File: config.mk
export PLATFORM = sky130hd
export DESIGN_NAME = gated_imu_array_average_flat
export DESIGN_NICKNAME = d
export VERILOG_FILES = /design/src/hw/rtl/gia_pkg.sv /design/src/hw/rtl/gia_if.sv /design/src/hw/rtl/gia_sqr.sv /design/src/hw/rtl/gia_div.sv /design/src/hw/rtl/gated_imu_array_average.sv /design/src/flat_wrapper.sv
export SDC_FILE = /design/constraint.sdc
export NUM_CORES = 2
export LEC_CHECK = 0
export ABC_CLOCK_PERIOD_IN_PS = 9450
export BUFFER_PORTS_ARGS = -buffer_cell sky130_fd_sc_hd__buf_2
export CORE_AREA = 2 2 400 402
export DETAILED_ROUTE_END_ITERATION = 10
export DIE_AREA = 0 0 402 404
export HOLD_SLACK_MARGIN = 0.02
export PLACE_DENSITY = 0.62
export SLEW_MARGIN = 15
export SYNTH_ARGS = -nofsm -noshare
export SYNTH_HDL_FRONTEND = slang
export SYNTH_SLANG_ARGS = --single-unit
File: constraint.sdc
create_clock -name clk -period 9.45 [get_ports clk]
set_clock_uncertainty 0.1 [all_clocks]
set_input_delay 0 -clock clk [delete_from_list [all_inputs] [get_ports clk]]
set_output_delay 0 -clock clk [all_outputs]
set_load 0.03 [all_outputs]
File: src/hw/rtl/gia_pkg.sv
package gia_pkg;

  // field widths
  localparam int AXIS_W      = 16;
  localparam int CFG_W       = 15;
  localparam int COUNT_W     = 7;
  localparam int CFG_ADDR_W  = 2;

  // squarer digit size and steps over one axis magnitude
  localparam int DIGIT_W     = 4;
  localparam int SQ_STEPS    = AXIS_W / DIGIT_W;

  // lanes: three accelerometer axes, three gyro axes
  localparam int VEC_AXES    = 3;
  localparam int NUM_AXES    = 2 * VEC_AXES;

  localparam int SENSORS_DEF = 64;
  localparam int COUNT_LIMIT = 127;

  localparam logic [CFG_W-1:0] ACC_MIN_RST  = 15'd2048;
  localparam logic [CFG_W-1:0] ACC_MAX_RST  = 15'd8192;
  localparam logic [CFG_W-1:0] RATE_MAX_RST = 15'd160;

  typedef enum logic [CFG_ADDR_W-1:0] {
    CFG_ACC_MIN  = 2'd0,
    CFG_ACC_MAX  = 2'd1,
    CFG_RATE_MAX = 2'd2
  } cfg_idx_t;

  typedef enum logic [2:0] {
    ST_IDLE,
    ST_SQR,
    ST_CHK,
    ST_LAST,
    ST_DIV,
    ST_OUT
  } state_t;

endpackage

File: src/hw/rtl/gia_if.sv
interface gia_in_if;
  logic                               valid;
  logic                               ready;
  logic signed [gia_pkg::AXIS_W-1:0] acc_x;
  logic signed [gia_pkg::AXIS_W-1:0] acc_y;
  logic signed [gia_pkg::AXIS_W-1:0] acc_z;
  logic signed [gia_pkg::AXIS_W-1:0] rate_x;
  logic signed [gia_pkg::AXIS_W-1:0] rate_y;
  logic signed [gia_pkg::AXIS_W-1:0] rate_z;
  logic                               last_sensor;

  modport source (
    output valid, acc_x, acc_y, acc_z, rate_x, rate_y, rate_z, last_sensor,
    input  ready
  );
  modport sink (
    input  valid, acc_x, acc_y, acc_z, rate_x, rate_y, rate_z, last_sensor,
    output ready
  );
endinterface

interface gia_out_if;
  logic                               valid;
  logic                               ready;
  logic signed [gia_pkg::AXIS_W-1:0] mean_acc_x;
  logic signed [gia_pkg::AXIS_W-1:0] mean_acc_y;
  logic signed [gia_pkg::AXIS_W-1:0] mean_acc_z;
  logic signed [gia_pkg::AXIS_W-1:0] mean_rate_x;
  logic signed [gia_pkg::AXIS_W-1:0] mean_rate_y;
  logic signed [gia_pkg::AXIS_W-1:0] mean_rate_z;
  logic        [gia_pkg::COUNT_W-1:0] valid_count;

  modport source (
    output valid, mean_acc_x, mean_acc_y, mean_acc_z,
           mean_rate_x, mean_rate_y, mean_rate_z, valid_count,
    input  ready
  );
  modport sink (
    input  valid, mean_acc_x, mean_acc_y, mean_acc_z,
           mean_rate_x, mean_rate_y, mean_rate_z, valid_count,
    output ready
  );
endinterface

File: src/hw/rtl/gia_sqr.sv
// digit-serial sum of squares, one multiplier digit per step, msb digit first
module gia_sqr #(
  parameter int N = 1
) (
  input  logic                                        clk,
  input  logic                                        load,
  input  logic                                        step,
  input  logic [gia_pkg::AXIS_W-1:0]                  val [N],
  output logic [2*gia_pkg::AXIS_W+$clog2(N)-1:0]      sum
);

  localparam int VAL_W  = gia_pkg::AXIS_W;
  localparam int DIG_W  = gia_pkg::DIGIT_W;
  localparam int SQ_W   = 2 * VAL_W + $clog2(N);
  localparam int PROD_W = VAL_W + DIG_W;

  logic [VAL_W-1:0]  mcand  [N];
  logic [VAL_W-1:0]  mplier [N];
  logic [SQ_W-1:0]   acc;
  logic [SQ_W-1:0]   acc_next;
  logic [PROD_W-1:0] prod   [N];
  logic [SQ_W-1:0]   psum;

  always_comb begin
    psum = '0;
    for (int i = 0; i < N; i++) begin
      prod[i] = PROD_W'(mcand[i]) * PROD_W'(mplier[i][VAL_W-1 -: DIG_W]);
      psum    = psum + SQ_W'(prod[i]);
    end
    acc_next = {acc[SQ_W-DIG_W-1:0], {DIG_W{1'b0}}} + psum;
  end

  always_ff @(posedge clk) begin
    if (load) begin
      for (int i = 0; i < N; i++) begin
        mcand[i]  <= val[i];
        mplier[i] <= val[i];
      end
      acc <= '0;
    end else if (step) begin
      for (int i = 0; i < N; i++) begin
        mplier[i] <= {mplier[i][VAL_W-DIG_W-1:0], {DIG_W{1'b0}}};
      end
      acc <= acc_next;
    end
  end

  assign sum = acc;

endmodule

File: src/hw/rtl/gia_div.sv
// bit-serial restoring divide, all lanes share one divisor and one counter
module gia_div #(
  parameter int SUM_W = 22,
  parameter int CNT_W = 7
) (
  input  logic                              clk,
  input  logic                              rst,
  input  logic                              start,
  input  logic signed [SUM_W-1:0]           dividend [gia_pkg::NUM_AXES],
  input  logic        [CNT_W-1:0]           divisor,
  output logic                              busy,
  output logic signed [gia_pkg::AXIS_W-1:0] quo      [gia_pkg::NUM_AXES]
);

  localparam int LANES = gia_pkg::NUM_AXES;
  localparam int OUT_W = gia_pkg::AXIS_W;
  localparam int IDX_W = $clog2(SUM_W);

  logic [IDX_W-1:0]   cnt;
  logic [CNT_W-1:0]   dvs;
  logic               neg       [LANES];
  logic [SUM_W-1:0]   work      [LANES];
  logic [CNT_W-1:0]   rem       [LANES];
  logic [SUM_W-1:0]   work_next [LANES];
  logic [CNT_W-1:0]   rem_next  [LANES];
  logic [CNT_W:0]     trial     [LANES];
  logic               fits      [LANES];

  always_comb begin
    for (int i = 0; i < LANES; i++) begin
      trial[i]     = {rem[i], work[i][SUM_W-1]};
      fits[i]      = trial[i] >= {1'b0, dvs};
      rem_next[i]  = fits[i] ? CNT_W'(trial[i] - {1'b0, dvs}) : CNT_W'(trial[i]);
      work_next[i] = {work[i][SUM_W-2:0], fits[i]};
      quo[i]       = neg[i] ? $signed(~work[i][OUT_W-1:0] + OUT_W'(1))
                            : $signed(work[i][OUT_W-1:0]);
    end
  end

  always_ff @(posedge clk) begin
    if (rst) begin
      busy <= 1'b0;
      cnt  <= '0;
    end else if (start) begin
      busy <= 1'b1;
      cnt  <= '0;
    end else if (busy) begin
      cnt <= cnt + IDX_W'(1);
      if (cnt == IDX_W'(SUM_W - 1)) begin
        busy <= 1'b0;
      end
    end
  end

  // magnitudes go in, sign is put back on the low bits at the end
  always_ff @(posedge clk) begin
    if (start) begin
      dvs <= divisor;
      for (int i = 0; i < LANES; i++) begin
        neg[i]  <= dividend[i][SUM_W-1];
        work[i] <= dividend[i][SUM_W-1] ? (~dividend[i] + SUM_W'(1)) : dividend[i];
        rem[i]  <= '0;
      end
    end else if (busy) begin
      for (int i = 0; i < LANES; i++) begin
        work[i] <= work_next[i];
        rem[i]  <= rem_next[i];
      end
    end
  end

endmodule

File: src/hw/rtl/gated_imu_array_average.sv
// channel   dir  transfer when        payload
// in_ch     in   valid & ready        acc_x/y/z, rate_x/y/z, last_sensor
// out_ch    out  valid & ready        mean_acc_x/y/z, mean_rate_x/y/z, valid_count
// cfg       in   cfg_we               cfg_addr, cfg_wdata (no handshake)
//
// a reading takes 4 digit steps of the squarers (ST_SQR) over the 16-bit
//   magnitudes, then the gate/accumulate state ST_CHK, which after a non-last reading also takes the next
// a last reading goes on from ST_CHK to ST_LAST, then through the divider (ST_DIV)
//   to ST_OUT, which loads its result; ST_DIV is skipped when no reading passed
//   the gate; the next reading is taken in idle once that result is loaded
// reset (sync) loads the default bounds, clears sums, count and output valid
// the result waits in the output register; readings keep coming in meanwhile,
//   only the next last reading holds until that result is taken
module gated_imu_array_average #(
  parameter int SENSORS = gia_pkg::SENSORS_DEF
) (
  input  logic                              clk,
  input  logic                              rst,
  input  logic                              cfg_we,
  input  logic [gia_pkg::CFG_ADDR_W-1:0]    cfg_addr,
  input  logic [gia_pkg::CFG_W-1:0]         cfg_wdata,
  gia_in_if.sink                            in_ch,
  gia_out_if.source                         out_ch
);

  localparam int AXIS_W  = gia_pkg::AXIS_W;
  localparam int CFG_W   = gia_pkg::CFG_W;
  localparam int COUNT_W = gia_pkg::COUNT_W;
  localparam int VEC     = gia_pkg::VEC_AXES;
  localparam int LANES   = gia_pkg::NUM_AXES;
  localparam int STEPS   = gia_pkg::SQ_STEPS;
  // valid readings stop counting at this cap until the result is loaded into the output reg
  localparam int CAP     = (SENSORS < gia_pkg::COUNT_LIMIT) ? SENSORS
                                                            : gia_pkg::COUNT_LIMIT;
  localparam int CNT_W   = $clog2(CAP + 1);
  localparam int SUM_W   = AXIS_W + $clog2(CAP);
  localparam int NRM_W   = 2 * AXIS_W + $clog2(VEC);
  localparam int THR_W   = 2 * AXIS_W;
  localparam int STEP_W  = $clog2(STEPS);

  // bound registers
  logic [CFG_W-1:0] cfg_acc_min;
  logic [CFG_W-1:0] cfg_acc_max;
  logic [CFG_W-1:0] cfg_rate_max;

  // control
  gia_pkg::state_t   state;
  gia_pkg::state_t   state_next;
  logic [STEP_W-1:0] step_cnt;
  logic              last_q;
  logic              in_rdy;
  logic              in_fire;
  logic              sq_step;
  logic              div_start;
  logic              div_busy;
  logic              load_out;
  logic              pass;

  // held reading and accumulators
  logic signed [AXIS_W-1:0] axis_q    [LANES];
  logic signed [SUM_W-1:0]  sums      [LANES];
  logic        [CNT_W-1:0]  good_count;

  // input axes and magnitudes
  logic signed [AXIS_W-1:0] in_axis   [LANES];
  logic        [AXIS_W-1:0] mag_acc   [VEC];
  logic        [AXIS_W-1:0] mag_rate  [VEC];

  // bounds widened for the squarers
  logic [AXIS_W-1:0] thr_amin [1];
  logic [AXIS_W-1:0] thr_amax [1];
  logic [AXIS_W-1:0] thr_gmax [1];

  logic [NRM_W-1:0] acc_norm;
  logic [NRM_W-1:0] rate_norm;
  logic [THR_W-1:0] amin_sq;
  logic [THR_W-1:0] amax_sq;
  logic [THR_W-1:0] gmax_sq;

  logic signed [AXIS_W-1:0] div_quo [LANES];

  // output register
  logic                     out_valid;
  logic signed [AXIS_W-1:0] mean_q  [LANES];
  logic        [COUNT_W-1:0] count_q;

  assign in_axis[0] = in_ch.acc_x;
  assign in_axis[1] = in_ch.acc_y;
  assign in_axis[2] = in_ch.acc_z;
  assign in_axis[3] = in_ch.rate_x;
  assign in_axis[4] = in_ch.rate_y;
  assign in_axis[5] = in_ch.rate_z;

  // absolute values, -32768 maps to 32768 which still fits unsigned
  always_comb begin
    for (int i = 0; i < VEC; i++) begin
      mag_acc[i]  = in_axis[i][AXIS_W-1] ? (~in_axis[i] + AXIS_W'(1)) : in_axis[i];
      mag_rate[i] = in_axis[VEC+i][AXIS_W-1] ? (~in_axis[VEC+i] + AXIS_W'(1))
                                               : in_axis[VEC+i];
    end
  end

  assign thr_amin[0] = AXIS_W'(cfg_acc_min);
  assign thr_amax[0] = AXIS_W'(cfg_acc_max);
  assign thr_gmax[0] = AXIS_W'(cfg_rate_max);

  assign in_fire = in_ch.valid && in_rdy;
  assign in_ch.ready = in_rdy;
  assign sq_step = (state == gia_pkg::ST_SQR);

  // configuration writes, unknown indexes dropped
  always_ff @(posedge clk) begin
    if (rst) begin
      cfg_acc_min  <= gia_pkg::ACC_MIN_RST;
      cfg_acc_max  <= gia_pkg::ACC_MAX_RST;
      cfg_rate_max <= gia_pkg::RATE_MAX_RST;
    end else if (cfg_we) begin
      unique case (gia_pkg::cfg_idx_t'(cfg_addr))
        gia_pkg::CFG_ACC_MIN:  cfg_acc_min  <= cfg_wdata;
        gia_pkg::CFG_ACC_MAX:  cfg_acc_max  <= cfg_wdata;
        gia_pkg::CFG_RATE_MAX: cfg_rate_max <= cfg_wdata;
        default: ;
      endcase
    end
  end

  // squared norms and squared bounds, all lanes step together
  gia_sqr #(.N(VEC)) u_sqr_acc (
    .clk (clk), .load (in_fire), .step (sq_step), .val (mag_acc), .sum (acc_norm)
  );
  gia_sqr #(.N(VEC)) u_sqr_rate (
    .clk (clk), .load (in_fire), .step (sq_step), .val (mag_rate), .sum (rate_norm)
  );
  gia_sqr #(.N(1)) u_sqr_amin (
    .clk (clk), .load (in_fire), .step (sq_step), .val (thr_amin), .sum (amin_sq)
  );
  gia_sqr #(.N(1)) u_sqr_amax (
    .clk (clk), .load (in_fire), .step (sq_step), .val (thr_amax), .sum (amax_sq)
  );
  gia_sqr #(.N(1)) u_sqr_gmax (
    .clk (clk), .load (in_fire), .step (sq_step), .val (thr_gmax), .sum (gmax_sq)
  );

  // gate: strict bounds on both norms, and room left in the count
  assign pass = (acc_norm > NRM_W'(amin_sq)) &&
                (acc_norm < NRM_W'(amax_sq)) &&
                (rate_norm < NRM_W'(gmax_sq)) &&
                (good_count < CNT_W'(CAP));

  // averages of the closed snapshot
  gia_div #(.SUM_W(SUM_W), .CNT_W(CNT_W)) u_div (
    .clk      (clk),
    .rst      (rst),
    .start    (div_start),
    .dividend (sums),
    .divisor  (good_count),
    .busy     (div_busy),
    .quo      (div_quo)
  );

  always_ff @(posedge clk) begin
    if (rst) begin
      state <= gia_pkg::ST_IDLE;
    end else begin
      state <= state_next;
    end
  end

  always_comb begin
    state_next = state;
    in_rdy     = 1'b0;
    div_start  = 1'b0;
    load_out   = 1'b0;
    unique case (state)
      gia_pkg::ST_IDLE: begin
        in_rdy = 1'b1;
        if (in_ch.valid) state_next = gia_pkg::ST_SQR;
      end
      gia_pkg::ST_SQR: begin
        if (step_cnt == STEP_W'(STEPS - 1)) state_next = gia_pkg::ST_CHK;
      end
      gia_pkg::ST_CHK: begin
        // accumulate now; a non-last reading lets the next one in this cycle
        if (last_q) begin
          state_next = gia_pkg::ST_LAST;
        end else begin
          in_rdy = 1'b1;
          state_next = in_ch.valid ? gia_pkg::ST_SQR : gia_pkg::ST_IDLE;
        end
      end
      gia_pkg::ST_LAST: begin
        if (good_count == '0) begin
          state_next = gia_pkg::ST_OUT;
        end else begin
          div_start  = 1'b1;
          state_next = gia_pkg::ST_DIV;
        end
      end
      gia_pkg::ST_DIV: begin
        if (!div_busy) state_next = gia_pkg::ST_OUT;
      end
      gia_pkg::ST_OUT: begin
        // wait for the output register to free up
        if (!out_valid || out_ch.ready) begin
          load_out   = 1'b1;
          state_next = gia_pkg::ST_IDLE;
        end
      end
      default: state_next = gia_pkg::ST_IDLE;
    endcase
  end

  always_ff @(posedge clk) begin
    if (in_fire) begin
      step_cnt <= '0;
      last_q   <= in_ch.last_sensor;
      for (int i = 0; i < LANES; i++) begin
        axis_q[i] <= in_axis[i];
      end
    end else if (sq_step) begin
      step_cnt <= step_cnt + STEP_W'(1);
    end
  end

  // running sums and count, cleared once the result is taken into the output reg
  always_ff @(posedge clk) begin
    if (rst || load_out) begin
      good_count <= '0;
      for (int i = 0; i < LANES; i++) begin
        sums[i] <= '0;
      end
    end else if (state == gia_pkg::ST_CHK && pass) begin
      good_count <= good_count + CNT_W'(1);
      for (int i = 0; i < LANES; i++) begin
        sums[i] <= sums[i] + SUM_W'(axis_q[i]);
      end
    end
  end

  // output register
  always_ff @(posedge clk) begin
    if (rst) begin
      out_valid <= 1'b0;
    end else if (load_out) begin
      out_valid <= 1'b1;
    end else if (out_ch.ready) begin
      out_valid <= 1'b0;
    end
  end

  always_ff @(posedge clk) begin
    if (load_out) begin
      count_q <= COUNT_W'(good_count);
      for (int i = 0; i < LANES; i++) begin
        mean_q[i] <= (good_count == '0) ? '0 : div_quo[i];
      end
    end
  end

  assign out_ch.valid       = out_valid;
  assign out_ch.mean_acc_x  = mean_q[0];
  assign out_ch.mean_acc_y  = mean_q[1];
  assign out_ch.mean_acc_z  = mean_q[2];
  assign out_ch.mean_rate_x = mean_q[3];
  assign out_ch.mean_rate_y = mean_q[4];
  assign out_ch.mean_rate_z = mean_q[5];
  assign out_ch.valid_count = count_q;

  // count never runs past the cap
  a_count_cap: assert property (@(posedge clk) disable iff (rst)
    good_count <= CNT_W'(CAP))
    else $error("valid count above cap");

  // an empty snapshot gives an all-zero result
  a_empty_zero: assert property (@(posedge clk) disable iff (rst)
    load_out && (good_count == '0) |=>
      (count_q == '0) && (mean_q[0] == '0) && (mean_q[1] == '0) &&
      (mean_q[2] == '0) && (mean_q[3] == '0) && (mean_q[4] == '0) &&
      (mean_q[5] == '0))
    else $error("empty snapshot gave nonzero result");

  // accumulators start the next snapshot from zero
  a_clear: assert property (@(posedge clk) disable iff (rst)
    load_out |=> (good_count == '0) && (sums[0] == '0) && (sums[3] == '0))
    else $error("accumulators not cleared after result");

  // quotients are only taken once the divider has finished
  a_div_done: assert property (@(posedge clk) disable iff (rst)
    state == gia_pkg::ST_OUT |-> !div_busy)
    else $error("result loaded while divider busy");

endmodule
File: src/flat_wrapper.sv
// flat-port wrapper written by rule: the top's interface ports become plain ports
module gated_imu_array_average_flat 
#(
  parameter int SENSORS = gia_pkg::SENSORS_DEF
)
  (clk, rst, cfg_we, cfg_addr, cfg_wdata, in_ch_valid, in_ch_acc_x, in_ch_acc_y, in_ch_acc_z, in_ch_rate_x, in_ch_rate_y, in_ch_rate_z, in_ch_last_sensor, in_ch_ready, out_ch_valid, out_ch_mean_acc_x, out_ch_mean_acc_y, out_ch_mean_acc_z, out_ch_mean_rate_x, out_ch_mean_rate_y, out_ch_mean_rate_z, out_ch_valid_count, out_ch_ready);
  gia_in_if in_ch_i ();
  gia_out_if out_ch_i ();
  input  logic clk;
  input  logic rst;
  input  logic cfg_we;
  input  logic [gia_pkg::CFG_ADDR_W-1:0] cfg_addr;
  input  logic [gia_pkg::CFG_W-1:0] cfg_wdata;
  input wire logic [$bits(in_ch_i.valid)-1:0] in_ch_valid;
  input wire logic [$bits(in_ch_i.acc_x)-1:0] in_ch_acc_x;
  input wire logic [$bits(in_ch_i.acc_y)-1:0] in_ch_acc_y;
  input wire logic [$bits(in_ch_i.acc_z)-1:0] in_ch_acc_z;
  input wire logic [$bits(in_ch_i.rate_x)-1:0] in_ch_rate_x;
  input wire logic [$bits(in_ch_i.rate_y)-1:0] in_ch_rate_y;
  input wire logic [$bits(in_ch_i.rate_z)-1:0] in_ch_rate_z;
  input wire logic [$bits(in_ch_i.last_sensor)-1:0] in_ch_last_sensor;
  output wire logic [$bits(in_ch_i.ready)-1:0] in_ch_ready;
  output wire logic [$bits(out_ch_i.valid)-1:0] out_ch_valid;
  output wire logic [$bits(out_ch_i.mean_acc_x)-1:0] out_ch_mean_acc_x;
  output wire logic [$bits(out_ch_i.mean_acc_y)-1:0] out_ch_mean_acc_y;
  output wire logic [$bits(out_ch_i.mean_acc_z)-1:0] out_ch_mean_acc_z;
  output wire logic [$bits(out_ch_i.mean_rate_x)-1:0] out_ch_mean_rate_x;
  output wire logic [$bits(out_ch_i.mean_rate_y)-1:0] out_ch_mean_rate_y;
  output wire logic [$bits(out_ch_i.mean_rate_z)-1:0] out_ch_mean_rate_z;
  output wire logic [$bits(out_ch_i.valid_count)-1:0] out_ch_valid_count;
  input wire logic [$bits(out_ch_i.ready)-1:0] out_ch_ready;
  assign in_ch_i.valid = in_ch_valid;
  assign in_ch_i.acc_x = in_ch_acc_x;
  assign in_ch_i.acc_y = in_ch_acc_y;
  assign in_ch_i.acc_z = in_ch_acc_z;
  assign in_ch_i.rate_x = in_ch_rate_x;
  assign in_ch_i.rate_y = in_ch_rate_y;
  assign in_ch_i.rate_z = in_ch_rate_z;
  assign in_ch_i.last_sensor = in_ch_last_sensor;
  assign in_ch_ready = in_ch_i.ready;
  assign out_ch_valid = out_ch_i.valid;
  assign out_ch_mean_acc_x = out_ch_i.mean_acc_x;
  assign out_ch_mean_acc_y = out_ch_i.mean_acc_y;
  assign out_ch_mean_acc_z = out_ch_i.mean_acc_z;
  assign out_ch_mean_rate_x = out_ch_i.mean_rate_x;
  assign out_ch_mean_rate_y = out_ch_i.mean_rate_y;
  assign out_ch_mean_rate_z = out_ch_i.mean_rate_z;
  assign out_ch_valid_count = out_ch_i.valid_count;
  assign out_ch_i.ready = out_ch_ready;
  gated_imu_array_average #(.SENSORS(SENSORS)) u_core (.clk(clk), .rst(rst), .cfg_we(cfg_we), .cfg_addr(cfg_addr), .cfg_wdata(cfg_wdata), .in_ch(in_ch_i), .out_ch(out_ch_i));
endmodule
==> results.cfg <==
[detailed_routing]
avgRoutedWirePerCell_um = 18.3
vias_per_cell = 5.34
drtPass1Iterations = 5
drc = 0
drtIter0Drc = 3783
detail-route-antenna-nets = 0
vias = 53000
finalWirelength_um = 182000

[worst_hold_path]
hold_path_depth = 2
hold_class = input pin to register
min_to = u_core.axis_q[2][5]
hp-start = in_ch_acc_z[5]

[synth]
synth-seq-cells = 1026
synth_edf_count = 666
syn_area_um2 = 70700
synth_common_cells = nand2_1, inv_1, edfxtp_1
seq_area_frac_synth = 0.385
ys_warn_count = 0
syn_nets = 8410
ys_types = 77
yosys.area.top_type = edfxtp_1
synthTopCellsByArea = edfxtp_1, fa_1, dfxtp_1, ha_1, nand2_1
synth_top_area_frac = 0.283
synth.most_common_cell = nand2_1
syn_inst = 7369
ys.flop_type = edfxtp_1
synthArstFlopShare = 0
avgSynthCellArea_um2 = 9.60

[finish]
nets = 8775
areaGrowthSynthToFinish_pct = 13.7
drive_gt1_frac = 0.0611
num-fill-cells = 14400
fin_cells = 9916
post-route-cell-area_um2 = 80400

[timing]
period_share = 0.705
slew_headroom = 0.253
worstMarginPinSlew_ns = 1.12
period_minus_slack_ns = 6.66
slew_viol_final = 0
report.final.setup_viol = 0
max_freq_ghz = 0.150
grt_setup_unrepaired = false
finalHoldViolCount = 0
setup_tns_ns = 0

[cts]
htreeDepth = 3
cts.sinks = 1026
cts_resized = 0
clk_latency_ns = 0.77
cts_root_buf = clkbuf_16
cts_tree = yes
cts.clk_slew.worst_paths_ns = 0.07
cts_made_buffers = 114
clock_path_buffers = 3

[global_route]
track_usage = 0.223
grt_overflow_total = 0
grt_pass1_wl_um = 291000
antenna_found_initial = 21
grt_pass1_vias = 52200
grt_max_degree = 204

[setup_path]
regToRegStartpoint = u_core.u_sqr_rate.mplier[0][28]
endpoint_kind = register
reg2reg_slack_ns = 2.79
criticalPathCategory = register to register
critical_path_peak_fanout = 16
cp.required_ns = 9.94
cp_data_arrival_time_ns = 7.15
rr_worst_depth = 20
critPathLaunchType = register
r2r_end = u_core.u_sqr_rate.sum[30]

[placed_design]
dpl.cell_count = 9452
placed_area_um2 = 73800
hpwlAfterDp_um = 133000
place.gp.congestion = 0.919
portBuffers = 223

[floorplan]
start_util = 0.448
ioPinCount = 224
rows = 146
dieArea_um2 = 162000
die_w_um = 402
coreArea_um2 = 158000
die_y_um = 404

[run]
cap_violations = 0

[run_status]
outcome = completed
cells in the final DEF, fill, tap and decap left out, drive strengths merged, types with 47 or more instances in the layout:
master and count:
xnor2 262, mux2i 49, dlygate4sd3 238, nor2b 49, edfxtp 666, and2 296, xor2 272, o21ai 377
nor2 479, dfxtp 360, o31ai 94, nand3 144, nand2 1240, clkbuf 140, nand2b 71, inv 734
ha 452, a21oi 344, buf 255, fa 470, o22ai 47, a211oi 51, or3 72, a21o 108
nor3 89
layout make-up:
class | count | area [µm²] | share of cell area
multi-input combinational | 5372 | 39900 | 0.497
sequential | 1026 | 27200 | 0.338
timing repair buffer | 493 | 3760 | 0.0468
clock buffer | 140 | 3000 | 0.0373
inverter | 727 | 2740 | 0.0341
tap | 2072 | 2590 | 0.0323
clock inverter | 77 | 1130 | 0.0141
antenna | 9 | 22.5 | 0.000280
worst max-delay path by stage:
stage / endpoint / from
4_1_cts: u_core.u_sqr_rate.sum[30] / u_core.u_sqr_rate.mplier[0][28]
6_report: u_core.u_sqr_rate.sum[30] / u_core.u_sqr_rate.mplier[0][28]
3_3_place_gp: u_core.u_sqr_rate.sum[28] / u_core.u_sqr_rate.mplier[0][28]
3_5_place_dp: u_core.u_sqr_rate.sum[24] / u_core.u_sqr_rate.mplier[0][28]
2_1_floorplan: u_core.axis_q[0][0] / u_core.state[0]
5_1_grt: u_core.u_sqr_rate.sum[24] / u_core.u_sqr_rate.mplier[0][28]
per-layer routing:
metal | wire length [µm] | part of all wire | track usage | vias up
met3 | 10100 | 0.055 | 0.0308 | 270
met5 | 68 | 0.00037 | 0 | -
met1 | 86500 | 0.48 | 0.325 | 25800
li1 | - | - | - | 25600
met2 | 80800 | 0.44 | 0.349 | 1300
met4 | 4300 | 0.024 | 0.0596 | 10
worst max-delay path, cell delays in order, from the launching register on:
cell and delay [ns]:
edfxtp_1 0.65, nand2_1 0.18, fa_1 0.57, inv_1 0.05
fa_1 0.47, fa_1 0.55, fa_1 0.55, inv_1 0.07
fa_1 0.54, inv_1 0.04, ha_1 0.36, and4_1 0.27
and2_1 0.19, or3_1 0.39, a221oi_1 0.42, o31a_1 0.23
o21bai_1 0.08, a21oi_1 0.42, nor2_1 0.10, xnor2_1 0.15
o21ai_0 0.08
what timing repair did:
action                                 in CTS  in global routing
setup buffers                               0                  0
endpoints found under the hold margin     359                  0
hold buffers                              238                  0
state kept, by name, summed over array words and instances (netlist names), 34 cells and up:
signal	count
u_core.sums	132
u_core.mean_q	96
u_core.u_sqr_acc.mcand	45
u_core.axis_q	96
u_core.u_sqr_rate.sum	34
u_core.u_div.work	132
u_core.u_sqr_acc.mplier	48
u_core.u_div.rem	42
u_core.u_sqr_acc.sum	34
u_core.u_sqr_rate.mcand	45
u_core.u_sqr_rate.mplier	48
stage by stage:
| step | hold slack (ns) | utilization | setup slack, ns |
|---|---|---|---|
| final | 0.0784 | 0.509 | 2.79 |
| after CTS | 0.0231 | 0.509 | 2.78 |
| after floorplan | -0.00113 | - | 0.428 |
| after global routing | 0.0745 | 0.509 | 2.36 |
| after detailed placement | 0.0880 | 0.468 | 2.83 |
| after global placement | 0.0857 | 0.468 | 2.92 |
cells by family (layout without fill, tap and decap cells):
family | after synthesis | after routing | synth area share
simple gates | 2635 | 2635 | 0.171
xor+xnor | 534 | 534 | 0.0661
flops | 1026 | 1026 | 0.385
compound gates | 1232 | 1232 | 0.107
mux | 49 | 49 | 0.00694
buf+inv | 971 | 1437 | 0.0520
fa+ha+maj | 922 | 922 | 0.213
other cells | 0 | 9 | 0
Power is left out: the tool's default activity adds up to more than one toggle a clock period on the data nets, which glitch-free logic cannot reach.
